### config.mk
export PLATFORM = sky130hd
export DESIGN_NAME = udp_tunnel_header_flow_classifier_flat
export DESIGN_NICKNAME = d
export VERILOG_FILES = /design/src/hw/rtl/utfc_pkg.sv /design/src/hw/rtl/utfc_in_if.sv /design/src/hw/rtl/utfc_out_if.sv /design/src/hw/rtl/udp_tunnel_header_flow_classifier.sv /design/src/hw/rtl/utfc_hdr_check.sv /design/src/hw/rtl/utfc_flow_track.sv /design/src/flat_wrapper.sv
export SDC_FILE = /design/constraint.sdc
export NUM_CORES = 1
export LEC_CHECK = 0
export ABC_AREA = 1
export ABC_CLOCK_PERIOD_IN_PS = 6000
export BUFFER_PORTS_ARGS = -buffer_cell sky130_fd_sc_hd__buf_2
export CAP_MARGIN = 40
export CORE_MARGIN = 2
export CORE_UTILIZATION = 55
export CTS_CLUSTER_DIAMETER = 40
export DETAILED_ROUTE_END_ITERATION = 8
export GPL_TIMING_DRIVEN = 0
export PLACE_DENSITY = 0.75
export SYNTH_ARGS = -nofsm -noshare
export SYNTH_HDL_FRONTEND = slang
export SYNTH_SLANG_ARGS = --single-unit
export TNS_END_PERCENT = 30
### constraint.sdc
create_clock -name clk -period 6 [get_ports clk]
set_input_delay 0 -clock clk [delete_from_list [all_inputs] [get_ports clk]]
set_output_delay 0 -clock clk [all_outputs]
set_load 0.02 [all_outputs]
### src/hw/rtl/utfc_pkg.sv
`default_nettype none
// ----------------------------------------------------------------------------
// utfc_pkg
// Shared types and constants for the UDP tunnel header flow classifier.
// ----------------------------------------------------------------------------
package utfc_pkg;

	localparam logic [15:0] HDR_MIN_LEN  = 16'd16;
	localparam logic [7:0]  HDR_MAGIC    = 8'h4c;
	localparam logic [7:0]  HDR_MAX_TYPE = 8'h01;

	localparam logic [1:0] VERDICT_PENDING  = 2'd0;
	localparam logic [1:0] VERDICT_EXCLUDED = 2'd1;
	localparam logic [1:0] VERDICT_DETECTED = 2'd2;

	typedef struct packed {
		logic        new_flow;
		logic [15:0] payload_length;
		logic [7:0]  magic_byte;
		logic [7:0]  type_byte;
		logic [15:0] first_msg_len;
		logic [15:0] conn_id;
		logic [31:0] session_token;
		logic        direction;
	} pkt_hdr_t;

	// control from the top level into the flow tracker
	typedef struct packed {
		logic step;
		logic hdr_ok;
	} trk_ctrl_t;

endpackage
`default_nettype wire

### src/hw/rtl/utfc_in_if.sv
`default_nettype none
// ----------------------------------------------------------------------------
// utfc_in_if
// Packet header channel: one item per packet, valid/ready handshake.
// ----------------------------------------------------------------------------
interface utfc_in_if;
	logic        valid;
	logic        ready;
	logic        new_flow;
	logic [15:0] payload_length;
	logic [7:0]  magic_byte;
	logic [7:0]  type_byte;
	logic [15:0] first_msg_len;
	logic [15:0] conn_id;
	logic [31:0] session_token;
	logic        direction;

	modport source (
		output valid, new_flow, payload_length, magic_byte, type_byte,
		       first_msg_len, conn_id, session_token, direction,
		input  ready
	);
	modport sink (
		input  valid, new_flow, payload_length, magic_byte, type_byte,
		       first_msg_len, conn_id, session_token, direction,
		output ready
	);
endinterface
`default_nettype wire

### src/hw/rtl/utfc_out_if.sv
`default_nettype none
// ----------------------------------------------------------------------------
// utfc_out_if
// Verdict channel: one item per packet, valid/ready handshake.
// ----------------------------------------------------------------------------
interface utfc_out_if;
	logic       valid;
	logic       ready;
	logic [1:0] verdict;

	modport source (output valid, verdict, input ready);
	modport sink (input valid, verdict, output ready);
endinterface
`default_nettype wire

### src/hw/rtl/udp_tunnel_header_flow_classifier.sv
`default_nettype none
// ----------------------------------------------------------------------------
// udp_tunnel_header_flow_classifier
// Classifies one UDP flow from per-packet tunnel header fields.
//
//   channel   dir  handshake     payload
//   in_ch     in   valid/ready   packet header fields, new_flow, direction
//   out_ch    out  valid/ready   verdict (0 pending, 1 excluded, 2 detected)
//
// One item per cycle sustained while the output does not stall. An item taken
// sits in the input register; its verdict is then loaded into the result
// register, from which it leaves on the output channel.
// Reset clears both valid flags and the flow stage; no clearing pass.
// An output stall holds the result register; the input register still takes
// an item while the result waits, so ready drops only when both are full.
// ----------------------------------------------------------------------------
module udp_tunnel_header_flow_classifier
	import utfc_pkg::*;
(
	input  logic          clk,
	input  logic          arst_n,
	utfc_in_if.sink       in_ch,
	utfc_out_if.source    out_ch
);

	pkt_hdr_t   hdr_s1;
	logic       valid_s1;
	logic       out_valid_q;
	logic [1:0] verdict_q;
	logic       advance;
	logic       hdr_ok;
	logic [1:0] verdict;
	trk_ctrl_t  ctrl;

	assign advance     = valid_s1 && (!out_valid_q || out_ch.ready);
	assign in_ch.ready = !valid_s1 || !out_valid_q || out_ch.ready;

	always_ff @(posedge clk or negedge arst_n) begin
		if (!arst_n) begin
			valid_s1 <= 1'b0;
		end else if (in_ch.ready) begin
			valid_s1 <= in_ch.valid;
		end
	end

	always_ff @(posedge clk) begin
		if (in_ch.valid && in_ch.ready) begin
			hdr_s1.new_flow       <= in_ch.new_flow;
			hdr_s1.payload_length <= in_ch.payload_length;
			hdr_s1.magic_byte     <= in_ch.magic_byte;
			hdr_s1.type_byte      <= in_ch.type_byte;
			hdr_s1.first_msg_len  <= in_ch.first_msg_len;
			hdr_s1.conn_id        <= in_ch.conn_id;
			hdr_s1.session_token  <= in_ch.session_token;
			hdr_s1.direction      <= in_ch.direction;
		end
	end

	utfc_hdr_check u_hdr_check (
		.hdr    (hdr_s1),
		.hdr_ok (hdr_ok)
	);

	assign ctrl.step   = advance;
	assign ctrl.hdr_ok = hdr_ok;

	utfc_flow_track u_flow_track (
		.clk     (clk),
		.arst_n  (arst_n),
		.ctrl    (ctrl),
		.hdr     (hdr_s1),
		.verdict (verdict)
	);

	always_ff @(posedge clk or negedge arst_n) begin
		if (!arst_n) begin
			out_valid_q <= 1'b0;
		end else if (advance) begin
			out_valid_q <= 1'b1;
		end else if (out_ch.ready) begin
			out_valid_q <= 1'b0;
		end
	end

	always_ff @(posedge clk) begin
		if (advance) begin
			verdict_q <= verdict;
		end
	end

	assign out_ch.valid   = out_valid_q;
	assign out_ch.verdict = verdict_q;

endmodule
`default_nettype wire

### src/hw/rtl/utfc_hdr_check.sv
`default_nettype none
// ----------------------------------------------------------------------------
// utfc_hdr_check
// Fixed 16-byte header sanity checks: length, magic, type, first message length.
// ----------------------------------------------------------------------------
module utfc_hdr_check
	import utfc_pkg::*;
(
	input  pkt_hdr_t hdr,
	output logic     hdr_ok
);

	logic len_ok;
	logic magic_ok;
	logic type_ok;
	logic msg_ok;

	assign len_ok   = hdr.payload_length >= HDR_MIN_LEN;
	assign magic_ok = hdr.magic_byte == HDR_MAGIC;
	assign type_ok  = hdr.type_byte <= HDR_MAX_TYPE;
	assign msg_ok   = (hdr.first_msg_len >= HDR_MIN_LEN) &&
	                  (hdr.first_msg_len <= hdr.payload_length);
	assign hdr_ok   = len_ok && magic_ok && type_ok && msg_ok;

endmodule
`default_nettype wire

### src/hw/rtl/utfc_flow_track.sv
`default_nettype none
// ----------------------------------------------------------------------------
// utfc_flow_track
// Per-flow stage and stored id/token pairs; produces the verdict of one item.
// ----------------------------------------------------------------------------
module utfc_flow_track
	import utfc_pkg::*;
(
	input  logic       clk,
	input  logic       arst_n,
	input  trk_ctrl_t  ctrl,
	input  pkt_hdr_t   hdr,
	output logic [1:0] verdict
);

	typedef enum logic [2:0] {
		ST_IDLE     = 3'd0,
		ST_HAVE0    = 3'd1,
		ST_HAVE1    = 3'd2,
		ST_BOTH     = 3'd3,
		ST_EXCLUDED = 3'd4,
		ST_DETECTED = 3'd5
	} stage_t;

	stage_t      stage_q;
	stage_t      stage_eff;
	stage_t      stage_nxt;
	logic [15:0] ids_q  [2];
	logic [31:0] toks_q [2];
	logic        wr_en;
	logic        other;
	logic        match_own;
	logic        clash_other;

	// new_flow restarts the flow before this item is looked at
	assign stage_eff = hdr.new_flow ? ST_IDLE : stage_q;
	assign other     = (stage_eff == ST_HAVE1);

	assign match_own   = (hdr.conn_id == ids_q[hdr.direction]) &&
	                     (hdr.session_token == toks_q[hdr.direction]);
	assign clash_other = (hdr.conn_id == ids_q[other]) ||
	                     (hdr.session_token == toks_q[other]);

	always_comb begin
		stage_nxt = stage_eff;
		verdict   = VERDICT_PENDING;
		wr_en     = 1'b0;
		unique case (stage_eff)
			ST_DETECTED: begin
				verdict = VERDICT_DETECTED;
			end
			ST_IDLE: begin
				if (!ctrl.hdr_ok) begin
					stage_nxt = ST_EXCLUDED;
					verdict   = VERDICT_EXCLUDED;
				end else begin
					wr_en     = 1'b1;
					stage_nxt = hdr.direction ? ST_HAVE1 : ST_HAVE0;
				end
			end
			ST_HAVE0, ST_HAVE1: begin
				if (!ctrl.hdr_ok ||
				    ((hdr.direction == other) && !match_own) ||
				    ((hdr.direction != other) && clash_other)) begin
					stage_nxt = ST_EXCLUDED;
					verdict   = VERDICT_EXCLUDED;
				end else if (hdr.direction != other) begin
					wr_en     = 1'b1;
					stage_nxt = ST_BOTH;
				end
			end
			ST_BOTH: begin
				if (!ctrl.hdr_ok || !match_own) begin
					stage_nxt = ST_EXCLUDED;
					verdict   = VERDICT_EXCLUDED;
				end else begin
					stage_nxt = ST_DETECTED;
					verdict   = VERDICT_DETECTED;
				end
			end
			default: begin
				// excluded, and the unused codes
				stage_nxt = ST_EXCLUDED;
				verdict   = VERDICT_EXCLUDED;
			end
		endcase
	end

	always_ff @(posedge clk or negedge arst_n) begin
		if (!arst_n) begin
			stage_q <= ST_IDLE;
		end else if (ctrl.step) begin
			stage_q <= stage_nxt;
		end
	end

	// pairs are only read after their direction was written in this flow
	always_ff @(posedge clk) begin
		if (ctrl.step && wr_en) begin
			ids_q[hdr.direction]  <= hdr.conn_id;
			toks_q[hdr.direction] <= hdr.session_token;
		end
	end

`ifndef SYNTHESIS
	a_stage_range: assert property (@(posedge clk) disable iff (!arst_n)
		stage_q <= ST_DETECTED)
		else $error("flow stage holds an unused code");

	a_bad_hdr: assert property (@(posedge clk) disable iff (!arst_n)
		ctrl.step && !ctrl.hdr_ok |-> verdict != VERDICT_PENDING)
		else $error("failed header gave pending verdict");

	a_det_sticky: assert property (@(posedge clk) disable iff (!arst_n)
		ctrl.step && verdict == VERDICT_DETECTED |=> stage_q == ST_DETECTED)
		else $error("detected verdict did not stick");

	a_exc_terminal: assert property (@(posedge clk) disable iff (!arst_n)
		ctrl.step && !hdr.new_flow && stage_q == ST_EXCLUDED
		|-> verdict == VERDICT_EXCLUDED)
		else $error("excluded flow left its terminal stage");

	a_hold: assert property (@(posedge clk) disable iff (!arst_n)
		!ctrl.step |=> $stable(stage_q))
		else $error("flow stage moved without an item");
`endif

endmodule
`default_nettype wire
### src/flat_wrapper.sv
// flat-port wrapper written by rule: the top's interface ports become plain ports
module udp_tunnel_header_flow_classifier_flat import utfc_pkg::*;
  (clk, arst_n, in_ch_valid, in_ch_new_flow, in_ch_payload_length, in_ch_magic_byte, in_ch_type_byte, in_ch_first_msg_len, in_ch_conn_id, in_ch_session_token, in_ch_direction, in_ch_ready, out_ch_valid, out_ch_verdict, out_ch_ready);
  utfc_in_if in_ch_i ();
  utfc_out_if out_ch_i ();
  input  logic clk;
  input  logic arst_n;
  input wire logic [$bits(in_ch_i.valid)-1:0] in_ch_valid;
  input wire logic [$bits(in_ch_i.new_flow)-1:0] in_ch_new_flow;
  input wire logic [$bits(in_ch_i.payload_length)-1:0] in_ch_payload_length;
  input wire logic [$bits(in_ch_i.magic_byte)-1:0] in_ch_magic_byte;
  input wire logic [$bits(in_ch_i.type_byte)-1:0] in_ch_type_byte;
  input wire logic [$bits(in_ch_i.first_msg_len)-1:0] in_ch_first_msg_len;
  input wire logic [$bits(in_ch_i.conn_id)-1:0] in_ch_conn_id;
  input wire logic [$bits(in_ch_i.session_token)-1:0] in_ch_session_token;
  input wire logic [$bits(in_ch_i.direction)-1:0] in_ch_direction;
  output wire logic [$bits(in_ch_i.ready)-1:0] in_ch_ready;
  output wire logic [$bits(out_ch_i.valid)-1:0] out_ch_valid;
  output wire logic [$bits(out_ch_i.verdict)-1:0] out_ch_verdict;
  input wire logic [$bits(out_ch_i.ready)-1:0] out_ch_ready;
  assign in_ch_i.valid = in_ch_valid;
  assign in_ch_i.new_flow = in_ch_new_flow;
  assign in_ch_i.payload_length = in_ch_payload_length;
  assign in_ch_i.magic_byte = in_ch_magic_byte;
  assign in_ch_i.type_byte = in_ch_type_byte;
  assign in_ch_i.first_msg_len = in_ch_first_msg_len;
  assign in_ch_i.conn_id = in_ch_conn_id;
  assign in_ch_i.session_token = in_ch_session_token;
  assign in_ch_i.direction = in_ch_direction;
  assign in_ch_ready = in_ch_i.ready;
  assign out_ch_valid = out_ch_i.valid;
  assign out_ch_verdict = out_ch_i.verdict;
  assign out_ch_i.ready = out_ch_ready;
  udp_tunnel_header_flow_classifier u_core (.clk(clk), .arst_n(arst_n), .in_ch(in_ch_i), .out_ch(out_ch_i));
endmodule
==> results.sh <==
export IMPL_synth_edf_count=195
export IMPL_grt_pass1_wl_microns=40200
export IMPL_globalplace_congestion=0.837
export IMPL_grt_max_degree=36
export IMPL_critPathBufInv=5
export IMPL_synth_nets=1148
export IMPL_drtPass1Iterations=5
export IMPL_yosysSeqAreaShare=0.592
export IMPL_powerDensity_nw_per_um2=289
export IMPL_synth_cells=1030
export IMPL_p_leak_nw=5.89
export IMPL_period_share=0.588
export IMPL_cts_sinks=201
export IMPL_io_buffers=104
export IMPL_holdWs_ns=0.141
export IMPL_yosysWarnings=0
export IMPL_synth_seq_cells=201
export IMPL_syn_area_sq_um=10100
export IMPL_setup_ws_ns=2.47
export IMPL_fin_nets=1393
export IMPL_synth_main_ff_cell="edfxtp_1"
export IMPL_drcViolationCount=0
export IMPL_fmax_mhz=283
export IMPL_path_cells="buf_6 -> buf_12 -> buf_12 -> nand2_1 -> o21ai_2 -> xor2_1 -> nand2_1 -> nor2_1 -> nand2_1 -> nor2_2 -> nand3_2 -> a21oi_4 -> nand3_1 -> nand2_1 -> nand2_1 -> nor2_4 -> buf_16 -> buf_16"
export IMPL_routed_wl_microns=25500
export IMPL_path_clk_slew_ns=0.06
export IMPL_tightest_slew_ns=0.771
export IMPL_pre_cts_ws_ns=2.56
export IMPL_hpwl_microns=15400
export IMPL_clock_path_buffers=3
export IMPL_grt_usage=0.259
export IMPL_async_flop_share=0.0249
export IMPL_placementRows=49
export IMPL_slew_viol_final=0
export IMPL_overflow=0
export IMPL_worstSetupPathType="flop to flop"
export IMPL_path_common_cell="nand2_1"
export IMPL_drive_gt1_frac=0.175
export IMPL_routedWlPerCell_microns=16.7
export IMPL_total_power_mw=3.81
export IMPL_critPathRequiredTime_ns=6.24
export IMPL_relSlewSlack=0.485
export IMPL_die_w_microns=140
export IMPL_ys_top_cells_by_area="edfxtp_1 58%, nand2_1 11%, inv_1 5.9%, nand3_1 4.1%, xor2_1 4.1%"
export IMPL_period_minus_slack_ns=3.53
export IMPL_clk_latency_ns=0.56
export IMPL_maxCapViolations=0
export IMPL_synth_distinct_cells=36
export IMPL_cp_start_kind="flop"
export IMPL_tritoncts="done"
export IMPL_n_antenna_cell=0
export IMPL_die_area_sq_um=19500
export IMPL_cp_arrival_ns=3.77
export IMPL_path_max_fanout=17
export IMPL_antenna_found_initial=0
export IMPL_n_fill_cell=1210
export IMPL_register_area_sq_um=6000
export IMPL_io_pins=106
export IMPL_grt_pass1_vias=8167
export IMPL_yosysTopAreaCell="edfxtp_1"
export IMPL_synthTopCellsByCount="307 x nand2_1, 195 x edfxtp_1, 158 x inv_1"
export IMPL_synth_top_area_frac=0.578
export IMPL_root_buffer="clkbuf_16"
export IMPL_setup_viol=0
export IMPL_start_util=0.562
export IMPL_avgSynthCellArea_sq_um=9.84
export IMPL_ir_drop_mv=0.399
export IMPL_cpPeakStageDelay_ns=0.52
export IMPL_drt_iter0_markers=573
export IMPL_synth_most_common_cell="nand2_1"
export IMPL_r2r_cells=18
export IMPL_viasPerCell=5.28
export IMPL_whs_path_depth=2
export IMPL_crit_path_top_delay_cell="nor2_4"
export IMPL_areaGrowthSynthToFinish_pct=30.0
export IMPL_die_y_microns=140
export IMPL_crit_cells=18
export IMPL_multi_input_area_sq_um=3290
export IMPL_final_setup_skew_ns=0.0293
export IMPL_placeableCoreArea_sq_um=18000
export IMPL_finalHoldViolations=0
export IMPL_crit_family="simple AND/OR/NAND/NOR gates"
export IMPL_rsz0062_at_grt="no"
export IMPL_worst_setup_path_end_kind="flop"
export IMPL_vias=8067
export IMPL_drt_antenna_violating_nets=0
export IMPL_cts_htree_levels=1
export IMPL_min_path_type="input port to flop"
export IMPL_cts_buffers=31
export IMPL_post_cts_resized=0
export IMPL_min_from="in_ch_payload_length[5]"
export IMPL_status="complete, no violations"
worst register-to-register path: stages, from the launching register on:
cell and delay [ns]:
dfxtp_1 0.34, buf_6 0.15, buf_12 0.15, buf_12 0.16, nand2_1 0.07, o21ai_2 0.06
xor2_1 0.23, nand2_1 0.09, nor2_1 0.10, nand2_1 0.10, nor2_2 0.17, nand3_2 0.18
a21oi_4 0.18, nand3_1 0.09, nand2_1 0.06, nand2_1 0.12, nor2_4 0.52, buf_16 0.24
buf_16 0.18
flip-flops by register name, summed over array words and instances, names as in the netlist, named ones only:
name / count
u_core.u_flow_track.toks_q: 64
u_core.hdr_s1: 97
u_core.out_ch.valid: 1
u_core.valid_s1: 1
u_core.u_flow_track.stage_q: 3
u_core.u_flow_track.ids_q: 32
u_core.out_ch.verdict: 2
metrics by stage:
stage | setup TNS [ns] | instances | cell area, sq um | util
CTS | 0 | 1529 | 13200 | 0.731
floorplan | 0 | 1030 | 10100 | -
detailed placement | 0 | 1369 | 11100 | 0.616
finish | 0 | 1529 | 13200 | 0.731
global route | 0 | 1529 | 13200 | 0.731
global placement | -80.77 | 1363 | 10900 | 0.607
cell type report:
cell class,instances,area share
clock buffer,32,0.0592
sequential,201,0.455
multi-input combinational,642,0.250
tap,229,0.0217
timing repair buffer,212,0.127
clock inverter,26,0.0212
inverter,159,0.0453
buffer,28,0.0202
logic make-up (layout without fill, tap and decap cells):
kind of cell | count (synthesis) | after routing | share of synthesized area
xor+xnor | 48 | 48 | 0.0415
compound gates | 87 | 87 | 0.0524
simple gates | 491 | 491 | 0.209
fa+ha+maj | 16 | 16 | 0.0198
buf+inv | 187 | 457 | 0.0852
flops | 201 | 201 | 0.592
worst paths after layout:
kind | endpoint | slack [ns]
setup / recovery | u_core.u_flow_track.ids_q[0][15]$_DFFE_PP_ | 2.47
hold / removal | u_core.hdr_s1[86]$_DFFE_PP_ | 0.14
setup reg to reg | u_core.u_flow_track.ids_q[0][15]$_DFFE_PP_ | 2.47
hold reg to reg | u_core.u_flow_track.ids_q[0][12]$_DFFE_PP_ | 0.47
max in group asynchronous | u_core.u_flow_track.stage_q[2]$_DFFE_PN0P_ | 5.45
min in group asynchronous | u_core.out_ch.valid$_DFFE_PN0P_ | 0.37
what timing repair did:
| action | in CTS | in global routing |
|---|---|---|
| buffers inserted | 0 | 0 |
| hold buffers | 102 | 0 |
| endpoints found under the hold margin | 112 | 0 |
layer usage:
metal,GRT usage,vias to the layer above,part of all wire
met3,0.0506,66,0.069
li1,-,3895,-
met2,0.466,326,0.50
met4,0.0847,0,0.030
met5,0,-,0
met1,0.314,3780,0.40
cells in the final DEF (no fill, tap or decap), drive strengths merged, types with 6 or more instances in the layout:
cell type / synthesis / layout
buf: 28 / 138
nand4: 9 / 9
nor3: 6 / 6
nor2: 52 / 52
a21oi: 13 / 13
nor4: 8 / 8
clkbuf: 0 / 32
inv: 159 / 165
nand3b: 16 / 16
dlygate4sd3: 0 / 102
nand2: 309 / 309
o211ai: 7 / 7
ha: 16 / 16
o21ai: 65 / 65
clkinv: 0 / 11
edfxtp: 195 / 195
nand3: 85 / 85
xor2: 47 / 47
report_power, final:
part | internal [mW] | switching [mW]
registers | 1.60 | 0.0407
clock network | 1.13 | 0.680
logic | 0.162 | 0.195
No activity file was read; power rests on OpenSTA's default activity.
